## config.mk

```make
export PLATFORM = sky130hd
export DESIGN_NAME = ght_ram
export DESIGN_NICKNAME = d
export VERILOG_FILES = /design/src/hw/rtl/generational_handle_table_top_macros.svh /design/src/hw/rtl/ght_ram.sv
export SDC_FILE = /design/constraint.sdc
export NUM_CORES = 2
export LEC_CHECK = 0
export BUFFER_PORTS_ARGS = -buffer_cell sky130_fd_sc_hd__buf_2
export CORE_MARGIN = 2
export CORE_UTILIZATION = 25
export DETAILED_ROUTE_END_ITERATION = 16
export GPL_TIMING_DRIVEN = 0
export HOLD_SLACK_MARGIN = 0.02
export SLEW_MARGIN = 5
export SYNTH_ARGS = -nofsm -noshare
export SYNTH_HDL_FRONTEND = slang
export SYNTH_SLANG_ARGS = --single-unit
export TNS_END_PERCENT = 1
```

## constraint.sdc

```tcl
create_clock -name i_clk -period 5.7 [get_ports i_clk]
set_clock_uncertainty 0.15 [all_clocks]
set_input_delay 0.285 -clock i_clk [delete_from_list [all_inputs] [get_ports i_clk]]
set_output_delay 0.285 -clock i_clk [all_outputs]
set_load 0.05 [all_outputs]
```

## src/hw/rtl/generational_handle_table_top_macros.svh

```systemverilog
// Assertion macros for the handle table top module.
// Unless ASSERT_OFF is defined, each macro expands to one labeled concurrent
// assertion clocked on i_clk and disabled while i_rst_n is low.
`ifndef GENERATIONAL_HANDLE_TABLE_TOP_MACROS_SVH
`define GENERATIONAL_HANDLE_TABLE_TOP_MACROS_SVH

`ifndef ASSERT_OFF

`define GHT_ASSERT_IMP(lbl, pre, post, msg) \
    lbl: assert property (@(posedge i_clk) disable iff (!i_rst_n) (pre) |-> (post)) \
        else $error(msg);

`define GHT_ASSERT_NXT(lbl, pre, post, msg) \
    lbl: assert property (@(posedge i_clk) disable iff (!i_rst_n) (pre) |=> (post)) \
        else $error(msg);

`else

`define GHT_ASSERT_IMP(lbl, pre, post, msg)

`define GHT_ASSERT_NXT(lbl, pre, post, msg)

`endif

`endif

```

## src/hw/rtl/ght_ram.sv

```systemverilog
`timescale 1ns / 1ps
`default_nettype none

module ght_ram #(
    parameter int WIDTH = 8,
    parameter int DEPTH = 256
) (
    input  wire logic                     i_clk,
    input  wire logic                     i_we,
    input  wire logic [$clog2(DEPTH)-1:0] i_waddr,
    input  wire logic [WIDTH-1:0]         i_wdata,
    input  wire logic                     i_re,
    input  wire logic [$clog2(DEPTH)-1:0] i_raddr,
    output logic      [WIDTH-1:0]         o_rdata
);

    logic [WIDTH-1:0] r_mem [DEPTH];

    always_ff @(posedge i_clk) begin
        if (i_we) begin
            r_mem[i_waddr] <= i_wdata;
        end
        if (i_re) begin
            o_rdata <= r_mem[i_raddr];
        end
    end

endmodule

`default_nettype wire

```

Yosys cells after proc, flatten, opt, wreduce, memory -nomap -nowiden. Memories as Yosys holds them, arrays and structs flattened. A register that Yosys moved wholly into a read port is not among the register bits. Cells that the tools add are included.

Register bits: 0. Bits in writable memories: 2048. Input bits: 27. Memories kept: 1.

Mux-type cells: 2.

Memories: r_mem (words 256, width 8, rd ports 1, clocked after Yosys merged registers in 1, wr ports 1, RTL line ght_ram.sv:17) `logic [WIDTH-1:0] r_mem [DEPTH];`.

Operator list (count): 1-bit 2-to-1 mux (2).

Logic depth before layout (Yosys ltp).
Depth in word-level cells: 2. Gate-level depth with buffers: 11.

Worst setup path before layout. OpenSTA, ideal clock, no wires.

Path type: input to register. Start point: in i_raddr[0]. End point: reg o_rdata[2], read port of r_mem (data pin). Stages on the path: 9. Path buffers: 4. Arrival time: 2.092 ns. Slack: 3.189 ns. Required time: 5.281 ns. Cells stage by stage: buf_6 -> buf_12 -> buf_8 -> buf_2 -> mux4_2 -> a22oi_1 -> a21oi_1 -> nor4_1 -> nor4_2.

RTL lines: start: declaration (RTL line ght_ram.sv:13) `input wire logic [$clog2(DEPTH)-1:0] i_raddr,`; end: declaration (RTL line ght_ram.sv:14) `output logic [WIDTH-1:0] o_rdata`.

==> metrics.txt <==
Crit Path Category primary input to register; vias post-DR 41700; vias in the first global route 40900; Port Buffer Count 27; Initial Util 0.251; register bit total from synthesis 2056; Routed wire per std cell 29.5 µm; Worst Tran Pin Value 1.50 ns; DRC 0; Worst Setup End Kind register; Synth warnings 0; Power per Cell Area 342 nW/µm²; Logic pwr share 0.058; Clk Latency, worst-skew pair 0.88 ns; Post-Syn Area per Cell 21.3 µm²; GRT Total Usage 0.148; H-Tree Depth 4; area delta synth->final 15.5%; Slew headroom -0.00201; synth unique cells 54; hold crit path type primary input to register; Final period util 0.881; CP Data Required Time 6.01 ns; Int Power 24.2 mW; Psw 7.22 mW; failing checks max-capacitance violations, max-slew violations; max-slew violation count 10; Site Rows 207; number of synthesized flops with an enable pin 2056; Via density 5.00; die area 323000 µm²; Final Core Density 0.290; final hold violations 0; most frequent cells in the layout 2056 x edfxtp_1, 454 x mux4_2, 280 x nor2_1; DIE WIDTH 568 µm; routed wire length 247 mm; Power, Total 31.4 mW; DRT Pass-1 Iters 7; final instance area 92000 µm²; CTS tree done; first-pass GRT wire length 335 mm; Longest Clk Path Bufs 3; crit path launch type primary input; CP Cell Sequence buf_2, buf_2, and2_1, buf_1, clkbuf_1, a22oi_1, a21oi_1, nor4_1, nor4_1; Core Region 318000 µm²; Worst IR Drop VDD 0.314 mV; dpl cell area 85500 µm²; synthesized instance count 3733; io pins 35; RSZ-0062 raised after global routing false; DRT iter0 DRCs 6586; Top FF cell, synth edfxtp_1; post-route ant nets 0; # nets final 4017; CP arrival 5.33 ns; root buf cell clkbuf_16; Worst-path clk slew 0.06 ns; post-cts sizing count 0; min cycle time layout 5.02 ns; DIE HEIGHT 568 µm; DPL Wire Length 163 mm; Worst path max stage delay 1.16 ns; # hold bufs at CTS 9; critical-path maximum fanout 10; Post-CTS Setup Inserts 0; syn nets 3760; largest net degree at the start of global routing 142; P_leak 27.5 nW; cell with the largest stage delay on the worst path nor4_1; area of the mapped netlist 79600 µm²; Final Setup Violations 0; grt total ovfl 0; total negative slack 0 ns; Clock Sinks 2056; ys async rst share 0; ratio of cells with drive above 1 in the final layout 0.218; clock group share of total power 0.411; register area share after synthesis 0.775; antenna violations before repair 28; status finished, violations left; Max-cap violations 1; Inserted Clock Buffers 205; most common cell after layout, fill and taps aside edfxtp_1; Sw Ratio 0.230; Max Fclk 0.199 GHz; GPL Wtd Cong 0.932; part of the power in registers 0.531; Fillers 30900
## logic make-up (layout without fill, tap and decap cells)
| family | Yosys count | after routing | share of synthesized area |
|---|---|---|---|
| multiplexers | 591 | 591 | 0.146 |
| AO/OA/AOI/OAI | 385 | 385 | 0.0342 |
| flip-flops | 2056 | 2056 | 0.775 |
| AND/OR/NAND/NOR | 466 | 466 | 0.0263 |
| buffers and inverters | 235 | 661 | 0.0183 |
| other | 0 | 14 | 0 |
## worst max-delay path, delay by kind of cell
family          cells  cell delay (ns)
compound gates      2             0.77
simple gates        3             1.55
buf+inv             4             2.67
## power by group through the flow
stage	Combinational (mW)	Sequential [mW]	Clock, mW
2_1_floorplan	0.810	17.0	0
3_3_place_gp	1.73	17.1	0
3_5_place_dp	1.79	17.0	0
4_1_cts	1.80	16.7	13.0
5_1_grt	1.86	16.7	13.6
6_report	1.84	16.7	12.9
## stage by stage
step | cells | setup slack, ns | hold WS [ns]
4_1_cts | 8339 | 1.04 | 0.109
6_report | 8353 | 0.681 | 0.171
3_3_place_gp | 7940 | 0.00600 | 0.460
3_5_place_dp | 7954 | 0.135 | 0.484
5_1_grt | 8347 | 1.03 | 0.164
2_1_floorplan | 3733 | 3.19 | 0.234
## cell usage after synthesis, types with 3 or more instances
library cell  number  area (µm²)
nor2_1           282        1060
mux4_2           454       10200
a21oi_1           96         480
nand2_1           33         124
a221oi_1          13         114
and2_1             6        37.5
nand4_1           10        62.6
nor4_1            24         150
a22oi_1          133         998
clkbuf_1         111         417
buf_2             31         155
buf_12             8         160
o211ai_1          10        75.1
or2_2              4        25.0
nor2b_1           31         194
edfxtp_1        2056       61700
o22a_1             5        43.8
a211oi_1          16         120
nor4_2             3        37.5
o22ai_1           28         175
buf_1             22        82.6
nor3_1            22         110
buf_8             13         195
a22o_1             8        70.1
o221ai_1          46         403
buf_6             21         236
nand2b_1           8        50.1
o32ai_1            4        35.0
buf_4             27         203
o21ai_0           10        50.1
nand3_1           34         170
mux2i_1          134        1340
## area by class of cell
cell class	count	area (µm²)	share of cell area
buffer	233	1480	0.0161
multi-input combinational	1442	16500	0.179
clock inverter	126	1070	0.0116
clock buffer	250	5320	0.0578
inverter	2	7.51	0.0000816
tap	4180	5230	0.0569
sequential	2056	61700	0.671
antenna	14	35.0	0.000381
timing repair buffer	50	646	0.00702
## final timing paths
kind	from	end	slack [ns]	depth (start not counted)
hold reg to reg	r_mem[164][4]$_DFFE_PP_	o_rdata[4]$_DFFE_PP_	1.47	5
hold / removal	i_waddr[4]	r_mem[189][1]$_DFFE_PP_	0.17	3
setup reg to reg	r_mem[83][3]$_DFFE_PP_	o_rdata[3]$_DFFE_PP_	1.78	6
setup / recovery	i_raddr[2]	o_rdata[5]$_DFFE_PP_	0.68	9
## per-layer routing
| metal | global-route usage | vias up | wire length (µm) |
|---|---|---|---|
| met5 | 0 | - | 150 |
| met4 | 0.0746 | 20 | 13700 |
| met3 | 0.0415 | 522 | 27900 |
| met2 | 0.230 | 2737 | 112000 |
| met1 | 0.190 | 22200 | 92700 |
| li1 | - | 16300 | - |
## registers in the layout, summed over array words and instances (netlist names)
register,flops
o_rdata,8
r_mem,2048
No activity file was read; power rests on OpenSTA's default activity.
