## src/hw/rtl/generational_handle_table_top_macros.svh

```systemverilog
// Assertion macros for the handle table top module.
// Unless ASSERT_OFF is defined, each macro expands to one labeled concurrent
// assertion clocked on i_clk and disabled while i_rst_n is low.
`ifndef GENERATIONAL_HANDLE_TABLE_TOP_MACROS_SVH
`define GENERATIONAL_HANDLE_TABLE_TOP_MACROS_SVH

`ifndef ASSERT_OFF

`define GHT_ASSERT_IMP(lbl, pre, post, msg) \
    lbl: assert property (@(posedge i_clk) disable iff (!i_rst_n) (pre) |-> (post)) \
        else $error(msg);

`define GHT_ASSERT_NXT(lbl, pre, post, msg) \
    lbl: assert property (@(posedge i_clk) disable iff (!i_rst_n) (pre) |=> (post)) \
        else $error(msg);

`else

`define GHT_ASSERT_IMP(lbl, pre, post, msg)

`define GHT_ASSERT_NXT(lbl, pre, post, msg)

`endif

`endif

```

## src/hw/rtl/ght_pkg.sv

```systemverilog
`timescale 1ns / 1ps
`default_nettype none

package ght_pkg;

    localparam int MODE_W   = 3;
    localparam int IDX_W    = 8;
    localparam int VER_W    = 32;
    localparam int COMP_W   = 5;
    localparam int STATUS_W = 2;

    typedef logic [MODE_W-1:0]   t_mode;
    typedef logic [STATUS_W-1:0] t_status;

    localparam t_mode MODE_ALLOC = 3'd0;
    localparam t_mode MODE_FREE  = 3'd1;
    localparam t_mode MODE_SET   = 3'd2;
    localparam t_mode MODE_CLR   = 3'd3;
    localparam t_mode MODE_TEST  = 3'd4;

    localparam t_status ST_OK   = 2'd0;
    localparam t_status ST_BAD  = 2'd1;
    localparam t_status ST_FULL = 2'd2;

    // Outcome of one handle operation, handed from the slot unit to the sequencer.
    typedef struct packed {
        t_status status;
        logic    has;
        logic    wr_entry;
        logic    push_free;
    } t_slot_op;

endpackage

`default_nettype wire

```

## src/hw/rtl/ght_slot_alu.sv

```systemverilog
`timescale 1ns / 1ps
`default_nettype none

module ght_slot_alu #(
    parameter int MAX_ENTITIES   = 256,
    parameter int MAX_COMPONENTS = 32,
    parameter int VERSION_BITS   = 32,
    parameter int CNT_W          = 9
) (
    input  wire logic [ght_pkg::MODE_W-1:0] i_mode,
    input  wire logic [ght_pkg::IDX_W-1:0]  i_idx,
    input  wire logic [ght_pkg::VER_W-1:0]  i_ver,
    input  wire logic [ght_pkg::COMP_W-1:0] i_comp,
    input  wire logic [CNT_W-1:0]           i_used_cnt,
    input  wire logic [CNT_W-1:0]           i_free_cnt,
    input  wire logic                       i_live,
    input  wire logic [VERSION_BITS-1:0]    i_slot_ver,
    input  wire logic [MAX_COMPONENTS-1:0]  i_slot_mask,
    output ght_pkg::t_slot_op               o_op,
    output logic                            o_live,
    output logic [VERSION_BITS-1:0]         o_ver,
    output logic [MAX_COMPONENTS-1:0]       o_mask
);

    import ght_pkg::*;

    logic [16:0]               idx_ext;
    logic                      handle_ok;
    logic                      comp_ok;
    logic [MAX_COMPONENTS-1:0] sel;

    // Slots at or above the fresh count were never handed out, so their
    // memory words are not trusted and the slot counts as not live.
    assign idx_ext   = 17'(i_idx);
    assign handle_ok = (idx_ext < 17'(MAX_ENTITIES)) && (idx_ext < 17'(i_used_cnt))
                       && i_live && (VER_W'(i_slot_ver) == i_ver);
    assign comp_ok   = 7'(i_comp) < 7'(MAX_COMPONENTS);
    assign sel       = MAX_COMPONENTS'(1) << i_comp;

    always_comb begin
        o_op        = '0;
        o_op.status = ST_OK;
        o_live      = i_live;
        o_ver       = i_slot_ver;
        o_mask      = i_slot_mask;
        case (i_mode)
            MODE_FREE: begin
                if (!handle_ok) begin
                    o_op.status = ST_BAD;
                end else begin
                    o_op.wr_entry  = 1'b1;
                    o_op.push_free = i_free_cnt < CNT_W'(MAX_ENTITIES);
                    o_live         = 1'b0;
                    o_ver          = i_slot_ver + VERSION_BITS'(1);
                    o_mask         = '0;
                end
            end
            MODE_SET: begin
                if (!handle_ok || !comp_ok) begin
                    o_op.status = ST_BAD;
                end else begin
                    o_op.wr_entry = 1'b1;
                    o_mask        = i_slot_mask | sel;
                end
            end
            MODE_CLR: begin
                if (!handle_ok || !comp_ok) begin
                    o_op.status = ST_BAD;
                end else begin
                    o_op.wr_entry = 1'b1;
                    o_mask        = i_slot_mask & ~sel;
                end
            end
            MODE_TEST: begin
                if (!handle_ok || !comp_ok) begin
                    o_op.status = ST_BAD;
                end else begin
                    o_op.has = |(i_slot_mask & sel);
                end
            end
            default: begin
                o_op.status = ST_BAD;
            end
        endcase
    end

endmodule

`default_nettype wire

```

## config.mk

```make
export PLATFORM = sky130hd
export DESIGN_NAME = ght_slot_alu
export DESIGN_NICKNAME = d
export VERILOG_FILES = /design/src/hw/rtl/generational_handle_table_top_macros.svh /design/src/hw/rtl/ght_pkg.sv /design/src/hw/rtl/ght_slot_alu.sv
export SDC_FILE = /design/constraint.sdc
export NUM_CORES = 1
export LEC_CHECK = 0
export BUFFER_PORTS_ARGS = -buffer_cell sky130_fd_sc_hd__buf_2
export CORE_MARGIN = 5
export CORE_UTILIZATION = 40
export DETAILED_ROUTE_END_ITERATION = 10
export PLACE_DENSITY = 0.82
export SYNTH_ARGS = -nofsm -noshare
export SYNTH_HDL_FRONTEND = slang
export SYNTH_SLANG_ARGS = --single-unit
```

## constraint.sdc

```tcl
create_clock -name vclk -period 5.1
set_clock_uncertainty 0.15 [all_clocks]
set_input_delay 0.51 -clock vclk [all_inputs]
set_output_delay 0.51 -clock vclk [all_outputs]
set_load 0.01 [all_outputs]
```

# [Word level (Yosys, flattened, before mapping)]
# Index checks and enable logic that the tools add are counted.
[word_totals] reg_bits=0 input_bits=131
[classes] order_cmp=3 muxes=16 add_sub_neg=1 reduce_logical=6 shifts=1 eq_ne=5 n_bitwise=4
[op_table] op="two-way mux 32 bit" count=5
[op_table] op="case mux 32 bit (3 select lines)" count=1
[op_table] op="bitwise AND 32 bit" count=2
[op_table] op="adder 32 x 1 -> 32 bit (second input constant)" count=1
[op_table] op="equality test 32 bit" count=1
[op_table] op="inverter 32 bit" count=1
[op_table] op="bitwise OR 32 bit" count=1
[op_table] op="OR reduction 32 bit" count=1
[op_table] op="left shift 1 x 5 -> 32 bit (first input constant)" count=1
[op_table] op="less-than comparator 8 x 9 -> 1 bit" count=1
[op_table] op="less-than comparator 8 x 9 -> 1 bit (second input constant)" count=1
[op_table] op="less-than comparator 9 bit (second input constant)" count=1
[op_table] op="two-way mux 1 bit" count=7
[op_table] op="equality test 3 x 2 -> 1 bit (second input constant)" count=2
[op_table] op="two-way mux 2 bit" count=2
[op_table] op="OR reduction 4 bit" count=1
[op_table] op="equality test 3 x 1 -> 1 bit (second input constant)" count=1
[op_table] op="equality test 3 bit (second input constant)" count=1
[op_table] op="logical AND 1 bit" count=3
[op_table] op="case mux 1 bit (2 select lines)" count=1
[op_table] op="OR reduction 2 bit" count=1

# [Logic depth before layout (Yosys ltp)]
[depth] word_depth=6 ltp_mapped=10 depth_no_buf=9

# [Least setup slack after synthesis]
# Ideal clock, no wire load.
[synth_path] path_kind="input -> output" start="input i_ver[24] (netlist bit)" end="output o_mask[18]" t_required_ns=4.440 t_arrival_ns=2.493 stages=8 setup_slack_ns=1.947 path_buffers=1 cell_sequence="xnor2_1 nand4_1 or3_4 nor4_4 nand4b_2 or4_1 buf_2 o21ai_1"
[synth_between] elab_chain_cells=4 elab_cells_between_ends=6 cone_classes="eq/ne: 1; mux: 4; reduce/logical: 1"
[synth_lines] element="start: declaration" line="ght_slot_alu.sv:12" source="input wire logic [ght_pkg::VER_W-1:0] i_ver,"
[synth_lines] element="equality test 32 bit (*)" line="ght_slot_alu.sv:36" source="&& i_live && (VER_W'(i_slot_ver) == i_ver);"
[synth_lines] element="logical AND 1 bit (*)" line="ght_slot_alu.sv:36"
[synth_lines] element="two-way mux 32 bit, on equally long branches" line="ght_slot_alu.sv:67, ght_slot_alu.sv:48, ght_slot_alu.sv:59"
[synth_lines] element="case mux 32 bit (3 select lines) (*)" line="ght_slot_alu.sv:46" source="case (i_mode)"
[synth_lines] element="end: declaration" line="ght_slot_alu.sv:22" source="output logic [MAX_COMPONENTS-1:0] o_mask"
# Mark *: on every way between the ends. The rest lies on a longest branch, timed or not.

# [Worst setup path in the final report]
[layout_path] start="input i_idx[5] (netlist bit)" end="output o_ver[1]"
[layout_between] elab_chain_cells=6 elab_cells_between_ends=7 cone_classes="order compare: 2; mux: 2; reduce/logical: 3"
[layout_lines] element="start: declaration" line="ght_slot_alu.sv:11" source="input wire logic [ght_pkg::IDX_W-1:0] i_idx,"
[layout_lines] element="less-than comparator 8 x 9 -> 1 bit" line="ght_slot_alu.sv:35" source="assign handle_ok = (idx_ext < 17'(MAX_ENTITIES)) && (idx_ext < 17'(i_used_cnt))"
[layout_lines] element="logical AND 1 bit (*)" line="ght_slot_alu.sv:35"
[layout_lines] element="logical AND 1 bit (*) (2 in series)" line="ght_slot_alu.sv:36"
[layout_lines] element="two-way mux 32 bit (*)" line="ght_slot_alu.sv:48" source="if (!handle_ok) begin"
[layout_lines] element="two-way mux 32 bit (*)" line="ght_slot_alu.sv:46"
[layout_lines] element="end: declaration" line="ght_slot_alu.sv:21" source="output logic [VERSION_BITS-1:0] o_ver,"
# Marked as above.

==> metrics.md <==
| Metric | Value |
|---|---|
| Cell taking the most area after synthesis | xor2_1 |
| Yosys warnings | 0 |
| Power share of the clock group | 0% |
| Most common cell in the netlist | xor2_1 |
| Post-synth top area share | 14.0% |
| Worst min path class | input port to output pin |
| DRC viols | 0 |
| IO Count | 201 |
| # diodes | 0 |
| Fin cells | 653 |
| Total gr overflow | 0 |
| # clk buffers | 0 |
| Port Buffers | 192 |
| Max frequency | 256 MHz |
| Sequential cell count | 0 |
| Rows | 28 |
| Initial antenna violation count | 0 |
| Die ar. | 7950 um2 |
| Final HPWL DP | 9310 um |
| Share of cells above drive strength 1 | 36.5% |
| M1 GR Usage | 31.3% |
| Final WL | 11,300 um |
| Gr busiest metal | met2 |
| Cell area after synthesis | 2510 um2 |
| Largest net degree at the start of global routing | 38 |
| Switching Fraction | 56.5% |
| Initial Util | 41.9% |
| Starting DRT DRC Count | 190 |
| Final period util | 76.5% |
| Hold_buf cts | 0 |
| Peak supply drop | 0.0495 mV |
| Status | finished, final reports clean |
| Hold slack | 1.14 ns |
| Combinational Power Share | 100.0% |
| Register area | 0 um2 |
| Pwr per Cell Area | 70.7 nW/um2 |
| Total iterations of the first detailed-routing run | 4 |
| Setup Viol. Count Final | 0 |
| Via density | 5.84 |
| P_sw | 0.139 mW |
| Synth unique cells | 53 |
| Postcts setup bufs | 0 |
| Vias in the first global route | 3,675 |
| Filler Cell Count | 619 |
| Leakage | 1.54 nW |
| Max-slew violation count | 0 |
| Max-Slew Margin vs Limit | 51.4% |
| RSZ-0062 raised after global routing | no |
| Final hold viol count | 0 |
| GR Util met2 | 50.0% |
| Actual slew at the worst max-slew pin | 0.727 ns |
| Die X-Extent | 89.2 um |
| Sequential share of the synthesized area | 0% |
| Syn Inst Count | 412 |
| M3 GR Usage | 4.33% |
| CP arrival | 3.24 ns |
| DR WL/cell | 17.3 um |
| First-pass GRT wire length | 17,300 um |
| Mapped Nets | 551 |
| Period minus WS final | 3.90 ns |
| Die Ht | 89.2 um |
| Setup TNS | 0 ns |
| CP Launch Type | input port |
| Remaining antenna violation count | 0 |
| Multi-input logic area | 2360 um2 |
| Critical Path Sink Type | output pin |
| Final #Nets | 719 |
| CTS resizes | 0 |
| Synth cell count leaders | 40 x xor2_1, 39 x nand2_1, 33 x a21oi_1, 33 x o21ai_0, 32 x o21ai_1 |
| Vias | 3,814 |
| Synth area leaders | xor2_1 14%, xnor2_1 8.0%, a21oi_1 6.6% |
| Layout area overhead | 38.4% |
| Placed Cells | 653 |
| Critical path class | input port to output pin |
| CORE AREA | 5990 um2 |
| WP data required | 4.44 ns |
| Total GRT Usage | 26.8% |
| Int Power | 0.107 mW |
| Max-cap violation count | 0 |
| Seq pwr share | 0% |
| Placer congestion estimate | 0.913 |
| Worst Path Max Fanout | 19 |
| Avg Synthesized Cell Area | 6.09 um2 |
cells by family after synthesis:
kind of cell             count (synthesis)  share of synthesized area [%]
AND/OR/NAND/NOR                        175                           38.5
AO/OA/AOI/OAI                          119                           25.8
buffers and inverters                   38                           5.94
other                                    1                          0.150
adder cells (fa/ha/maj)                  8                           3.99
XOR/XNOR                                64                           22.7
multiplexers                             7                           2.99
worst max-delay path, stage by stage:
cell     delay, ns
buf_2         0.10
ha_1          0.30
a21o_1        0.16
a21oi_1       0.20
nor2_1        0.11
nor4_1        0.25
nand4_1       0.59
nor2_1        0.47
mux2_2        0.39
buf_2         0.14
metrics by stage:
step / setup slack [ns] / instance area (um2) / power, mW / utilization, %
3_5_place_dp: 1.18 / 3470 / 0.242 / 57.9
4_1_cts: 1.18 / 3470 / 0.243 / 57.9
3_3_place_gp: 1.19 / 3470 / 0.238 / 57.9
5_1_grt: 0.868 / 3470 / 0.267 / 57.9
2_1_floorplan: 1.95 / 2510 / 0.124 / -
6_report: 1.20 / 3470 / 0.245 / 57.9
final timing paths:
check | start | end | depth (start not counted)
max | i_idx[5] | o_ver[1] | 10
min | i_free_cnt[8] | o_op[0] | 3
layout by cell type, fill, tap and decap left out, types with 4 or more instances in the layout:
master and n:
nand4_1 9, nor3_1 20, buf_2 192, nand2b_1 6, o21ai_0 33, a21oi_1 33, nand3_1 18, nor4_1 13
xor2_1 40, a31oi_1 9, xnor2_1 23, and2_1 4, mux2_2 4, inv_1 10, and3_1 10, ha_1 8
nor2b_1 4, nand2_1 39, nor2_1 25, o21ai_1 32
power by group through the flow:
stage	registers, mW	clock network (mW)	logic (mW)
after CTS	0	0	0.243
final	0	0	0.245
after global routing	0	0	0.267
after global placement	0	0	0.238
after floorplan	0	0	0.124
after detailed placement	0	0	0.242
final cells by class:
cell class | count | area share [%]
well taps | 75 | 2.70
inverters | 10 | 1.08
repair buffers | 194 | 28.1
multi-input cells | 374 | 68.1
routing by layer:
layer  up-vias  part of all wire, %
met1      1699                   36
met4         0                  2.2
met2       266                   50
met3        26                   12
met5         -                    0
li1       1823                    -
(Power assumes the default switching activity.)
